### src/hdl/mp2a_pkg.sv
// Shared types and constants for the 2-D max pooling block with argmax.
// No dependencies; imported by mp2a_pos, mp2a_update and max_pool_2d_argmax.
`default_nettype none
package mp2a_pkg;

    localparam int SAMPLE_BITS  = 16;
    localparam int INDEX_BITS   = 26;
    localparam int DIM_BITS     = 11;
    localparam int CH_BITS      = 7;
    localparam int K_BITS       = 5;
    localparam int WIN_BITS     = K_BITS - 1;
    localparam int PLANE_BITS   = CH_BITS - 1;
    localparam int MAX_HEIGHT   = 1024;
    localparam int MAX_CHANNELS = 64;
    localparam int MAX_WINDOW   = 16;
    localparam int ENTRY_BITS   = INDEX_BITS + SAMPLE_BITS;

    typedef enum logic [1:0] {
        REG_WIDTH    = 2'd0,
        REG_HEIGHT   = 2'd1,
        REG_CHANNELS = 2'd2,
        REG_WINDOW   = 2'd3
    } t_reg_idx;

    // clamped geometry
    typedef struct packed {
        logic [DIM_BITS-1:0] w;
        logic [DIM_BITS-1:0] h;
        logic [CH_BITS-1:0]  c;
        logic [K_BITS-1:0]   k;
    } t_geom;

    // one sample with its window bookkeeping
    typedef struct packed {
        logic                          hit;
        logic                          first;
        logic                          emit;
        logic                          last;
        logic [INDEX_BITS-1:0]         idx;
        logic signed [SAMPLE_BITS-1:0] sample;
    } t_slot;

endpackage
`default_nettype wire

### src/hdl/mp2a_pos.sv
// Stream position tracker: column, row, plane, window offsets and flat index.
// Produces the window bookkeeping for the sample at the input. Uses mp2a_pkg.
`default_nettype none
module mp2a_pos #(
    parameter int AW = 10
) (
    input  wire logic          i_clk,
    input  wire logic          i_rst_n,
    input  wire mp2a_pkg::t_geom i_geom,
    input  wire logic          i_restart,
    input  wire logic          i_advance,
    input  wire logic [mp2a_pkg::SAMPLE_BITS-1:0] i_sample,
    output mp2a_pkg::t_slot    o_slot,
    output logic      [AW-1:0] o_addr
);
    import mp2a_pkg::*;

    localparam int XB = DIM_BITS + 1;

    logic [DIM_BITS-1:0]   r_col, n_col, r_row, n_row;
    logic [DIM_BITS-1:0]   r_cbase, n_cbase, r_rbase, n_rbase;
    logic [PLANE_BITS-1:0] r_plane, n_plane;
    logic [WIN_BITS-1:0]   r_iwc, n_iwc, r_iwr, n_iwr;
    logic [AW-1:0]         r_ocol, n_ocol;
    logic [INDEX_BITS-1:0] r_idx, n_idx;

    logic [XB-1:0] k_x, w_x, h_x, cb_x, rb_x;
    logic col_fit, row_fit, col_tail, row_tail;
    logic iwc_last, iwr_last, plane_last, col_end, row_end;

    always_comb begin
        k_x   = {{(XB-K_BITS){1'b0}}, i_geom.k};
        w_x   = {1'b0, i_geom.w};
        h_x   = {1'b0, i_geom.h};
        cb_x  = {1'b0, r_cbase};
        rb_x  = {1'b0, r_rbase};
        col_fit  = (cb_x + k_x) <= w_x;
        row_fit  = (rb_x + k_x) <= h_x;
        col_tail = (cb_x + (k_x << 1)) > w_x;
        row_tail = (rb_x + (k_x << 1)) > h_x;
        iwc_last = ({1'b0, r_iwc} + K_BITS'(1)) >= i_geom.k;
        iwr_last = ({1'b0, r_iwr} + K_BITS'(1)) >= i_geom.k;
        plane_last = ({1'b0, r_plane} + CH_BITS'(1)) >= i_geom.c;
        col_end  = ({1'b0, r_col} + XB'(1)) >= w_x;
        row_end  = ({1'b0, r_row} + XB'(1)) >= h_x;

        o_slot.hit    = col_fit && row_fit;
        o_slot.first  = (r_iwc == '0) && (r_iwr == '0);
        o_slot.emit   = col_fit && row_fit && iwc_last && iwr_last;
        o_slot.last   = o_slot.emit && plane_last && row_tail && col_tail;
        o_slot.idx    = r_idx;
        o_slot.sample = i_sample;
        o_addr        = r_ocol;
    end

    always_comb begin
        n_col   = r_col;
        n_row   = r_row;
        n_cbase = r_cbase;
        n_rbase = r_rbase;
        n_plane = r_plane;
        n_iwc   = r_iwc;
        n_iwr   = r_iwr;
        n_ocol  = r_ocol;
        n_idx   = r_idx + INDEX_BITS'(1);
        if (col_end) begin
            n_col   = '0;
            n_iwc   = '0;
            n_ocol  = '0;
            n_cbase = '0;
            if (row_end) begin
                n_row   = '0;
                n_iwr   = '0;
                n_rbase = '0;
                if (plane_last) begin
                    n_plane = '0;
                    n_idx   = '0;
                end else begin
                    n_plane = r_plane + PLANE_BITS'(1);
                end
            end else begin
                n_row = r_row + DIM_BITS'(1);
                if (iwr_last) begin
                    n_iwr   = '0;
                    n_rbase = r_rbase + DIM_BITS'(i_geom.k);
                end else begin
                    n_iwr = r_iwr + WIN_BITS'(1);
                end
            end
        end else begin
            n_col = r_col + DIM_BITS'(1);
            if (iwc_last) begin
                n_iwc   = '0;
                n_ocol  = r_ocol + AW'(1);
                n_cbase = r_cbase + DIM_BITS'(i_geom.k);
            end else begin
                n_iwc = r_iwc + WIN_BITS'(1);
            end
        end
    end

    always_ff @(posedge i_clk) begin
        if (!i_rst_n || i_restart) begin
            r_col   <= '0;
            r_row   <= '0;
            r_cbase <= '0;
            r_rbase <= '0;
            r_plane <= '0;
            r_iwc   <= '0;
            r_iwr   <= '0;
            r_ocol  <= '0;
            r_idx   <= '0;
        end else if (i_advance) begin
            r_col   <= n_col;
            r_row   <= n_row;
            r_cbase <= n_cbase;
            r_rbase <= n_rbase;
            r_plane <= n_plane;
            r_iwc   <= n_iwc;
            r_iwr   <= n_iwr;
            r_ocol  <= n_ocol;
            r_idx   <= n_idx;
        end
    end

endmodule
`default_nettype wire

### config.mk
export PLATFORM = sky130hd
export DESIGN_NAME = mp2a_pos
export DESIGN_NICKNAME = d
export VERILOG_FILES = /design/src/hdl/mp2a_pkg.sv /design/src/hdl/mp2a_pos.sv
export SDC_FILE = /design/constraint.sdc
export NUM_CORES = 1
export LEC_CHECK = 0
export ABC_AREA = 1
export BUFFER_PORTS_ARGS = -buffer_cell sky130_fd_sc_hd__clkbuf_2
export CAP_MARGIN = 0
export CORE_UTILIZATION = 48
export DETAILED_ROUTE_END_ITERATION = 12
export GPL_ROUTABILITY_DRIVEN = 0
export HOLD_SLACK_MARGIN = 0.1
export PLACE_DENSITY = 0.75
export SKIP_CTS_REPAIR_TIMING = 1
export SYNTH_ARGS = -nofsm -noshare
export SYNTH_HDL_FRONTEND = slang
export SYNTH_SLANG_ARGS = --single-unit
### constraint.sdc
create_clock -name i_clk -period 14.22 [get_ports i_clk]
set_clock_uncertainty 0.1 [all_clocks]
set_input_delay 4.266 -clock i_clk [delete_from_list [all_inputs] [get_ports i_clk]]
set_output_delay 4.266 -clock i_clk [all_outputs]
set_load 0.005 [all_outputs]
==> impl_metrics.sql <==
INSERT INTO impl_metrics (metric_group, metric, value, unit) VALUES
('status', 'status', 'finished, final reports clean', ''),
('clocking', 'clkSlewWorstSetupHoldPaths', '0.07', 'ns'),
('drt', 'totalWireLength', '19800', 'um'),
('drt', 'detailroute.via_count', '7589', ''),
('logic_synthesis', 'synth_nets', '1361', ''),
('logic_synthesis', 'number_of_flops_mapped_to_enable_cells_by_yosys', '0', ''),
('global_route', 'via_count_of_the_first_global_routing_pass', '7129', ''),
('global_route', 'grt_max_degree', '37', ''),
('power', 'static-leakage-power', '0.00440', 'uW'),
('setup_path', 'crit_path_end_kind', 'output pin', ''),
('power', 'sequential_fraction_of_design_power', '46.2', '%'),
('global_route', 'initial_antenna_violation_count', '0', ''),
('final_layout', 'finish.cell_count_without_fillers', '1468', ''),
('logic_synthesis', 'netlist-cell-type-count', '47', ''),
('drt', 'detail_route.drc_violations', '0', ''),
('power', 'peakVddDrop', '0.0567', 'mV'),
('logic_synthesis', 'postSynthCellCount', '1191', ''),
('clocking', 'numClockSinks', '94', ''),
('timing', 'final-max-slew-violation-count', '0', ''),
('timing', 'timing.final.hold_violations', '0', ''),
('timing', 'layout_setup_ws', '2.59', 'ns'),
('clocking', 'cts_buffers', '9', ''),
('clocking', 'clock_latency', '0.35', 'ns'),
('power', 'share_comb_of_total_power', '11.5', '%'),
('power', 'p_int', '410', 'uW'),
('logic_synthesis', 'yosysSeqAreaShare', '23.1', '%'),
('setup_path', 'ff2ff_setup_slack', '10.23', 'ns'),
('setup_path', 'timing_worst_setup_path_type', 'input port to output pin', ''),
('drt', 'route.detailed.wl_per_inst', '13.5', 'um'),
('drt', 'drt_first_pass_iters', '5', ''),
('clocking', 'cts_root_buf', 'clkbuf_16', ''),
('logic_synthesis', 'synth-async-reset-ratio', '0', '%'),
('die', 'core_area', '16600', 'um2'),
('timing', 'slew-limit-headroom', '31.4', '%'),
('die', 'rows', '47', ''),
('global_route', 'grt.overflow.total', '0', ''),
('timing', 'period_minus_slack', '11.63', 'ns'),
('die', 'initial_core_util', '49.2', '%'),
('global_route', 'globalRouteMet2Util', '39.6', '%'),
('placement', 'pre_cts_slack', '2.66', 'ns'),
('timing', 'setup_viol_count_final', '0', ''),
('setup_path', 'crit_path_max_fo', '6', ''),
('setup_path', 'crit_arrival', '7.26', 'ns'),
('timing', 'grt_setup_unrepaired', 'no', ''),
('run', 'cap_viol_max_count', '0', ''),
('timing', 'tightestPinTransition', '1.03', 'ns'),
('clocking', 'tritoncts', 'built', ''),
('final_layout', 'post_route_cells_drive_above_1_share', '9.70', '%'),
('hold_path', 'hold_path_class', 'register to register', ''),
('setup_path', 'critPathRequiredTime', '9.85', 'ns'),
('die', 'floorplan.die_area', '17500', 'um2'),
('setup_path', 'setup.worst_path.start_class', 'input port', ''),
('final_layout', 'count_of_antenna_diodes_in_the_layout', '0', ''),
('drt', 'via_per_inst', '5.17', ''),
('logic_synthesis', 'syn-cell-area', '8150', 'um2'),
('power', 'power.switching', '163', 'uW'),
('power', 'sw_frac_of_total', '28.5', '%'),
('timing', 'maxClockFrequency', '0.0860', 'GHz'),
('logic_synthesis', 'netlist_top_cells_area', 'dfxtp_1 23%, ha_1 17%, nand2_1 12%, inv_1 8.7%, xor2_1 6.8%', ''),
('global_route', 'use_met3', '3.73', '%'),
('power', 'power.density_cell_area', '64.5', 'nW/um2'),
('clocking', 'clockBufferDepth', '2', ''),
('drt', 'route.antenna.remaining_nets', '0', ''),
('placement', 'count_of_input_and_output_buffers', '77', ''),
('final_layout', 'final_common_cell', 'nand2_1', ''),
('logic_synthesis', 'synth_top_flop_cell', 'dfxtp_1', ''),
('logic_synthesis', 'synth_top_cell_by_area', 'dfxtp_1', ''),
('clocking', 'clock_tree.htree_level_count', '3', ''),
('die', 'die_height', '132', 'um'),
('global_route', 'busiest_metal_layer_after_global_routing', 'met2', ''),
('final_layout', 'nets', '1413', '');
-- state kept, by name, indices dropped and copies added (netlist names) --
name	cells
o_addr	10
r_cbase	11
r_col	11
r_idx	26
r_iwc	4
r_iwr	4
r_plane	6
r_rbase	11
r_row	11
-- final timing paths --
path	start	end	cells past startpoint
worst max-delay path	i_geom[0]	o_slot[42]	20
worst min register to register	r_iwc[3]	r_iwc[3]	2
worst min-delay path	r_iwc[3]	r_iwc[3]	2
worst max register to register	r_col[0]	r_idx[9]	21
-- logic make-up (layout without fill, tap and decap cells) --
| kind of cell | after synthesis | count (layout) | synth area share [%] |
|---|---|---|---|
| XOR/XNOR | 77 | 77 | 8.27 |
| AO/OA/AOI/OAI | 148 | 148 | 9.88 |
| AND/OR/NAND/NOR | 526 | 526 | 28.8 |
| buffers and inverters | 230 | 287 | 11.8 |
| adder cells (fa/ha/maj) | 116 | 116 | 18.2 |
| flip-flops | 94 | 94 | 23.1 |
-- power groups by stage --
| stage | combinational (uW) | clock (uW) | sequential, uW |
|---|---|---|---|
| floorplan | 46.6 | 0 | 271 |
| global placement | 63.6 | 0 | 271 |
| detailed placement | 65.1 | 0 | 271 |
| CTS | 65.5 | 247 | 265 |
| global route | 75.0 | 256 | 265 |
| finish | 65.7 | 242 | 265 |
-- Yosys cell counts, drive strengths merged (3+ instances only) --
library cell,number
o21ai,32
dfxtp,94
nand4,32
o2111ai,3
nor3b,5
nand3b,3
nor4,6
ha,112
a21oi,93
xor2,63
nand2,270
nand3,79
o22ai,3
clkbuf,14
o21bai,5
nor2,112
fa,4
xnor2,14
buf,25
nor3,14
inv,190
-- stage by stage --
stage          util [%]  cell area (um2)
3_3_place_gp       51.8             8590
5_1_grt            53.6             8880
3_5_place_dp       51.8             8590
2_1_floorplan         -             8150
4_1_cts            53.6             8880
6_report           53.6             8880
-- metal layers --
layer  vias to the layer above  part of all wire, %  routed length, um
met4                         0                  1.8                351
li1                       3943                    -                  -
met2                       164                   47               9330
met3                        25                  3.9                766
met1                      3457                   47               9390
met5                         -                    0                  0
-- critical path, cell delays in order --
cell and delay [ns]:
clkbuf_2 0.17, ha_1 0.26, fa_1 0.40, nand3_1 0.10, nand3_1 0.12, nand2_1 0.08, a21boi_0 0.12, xor2_1 0.19
inv_1 0.07, ha_1 0.26, nand2_1 0.07, o21ai_0 0.08, nor2_1 0.11, nand2_1 0.07, nand2_1 0.06, nand2_1 0.04
a21boi_0 0.25, nand3b_1 0.16, nor2_1 0.23, clkbuf_2 0.16
-- layout make-up --
cell class / count / area (um2)
clock buffer: 9 / 225
clock inverter: 7 / 63.8
fill: 1648 / 7700
inverter: 191 / 717
multi-input combinational: 867 / 5310
sequential: 94 / 1880
tap: 220 / 275
timing repair buffer: 80 / 408
Note: power is estimated with default switching activity, not from simulation.
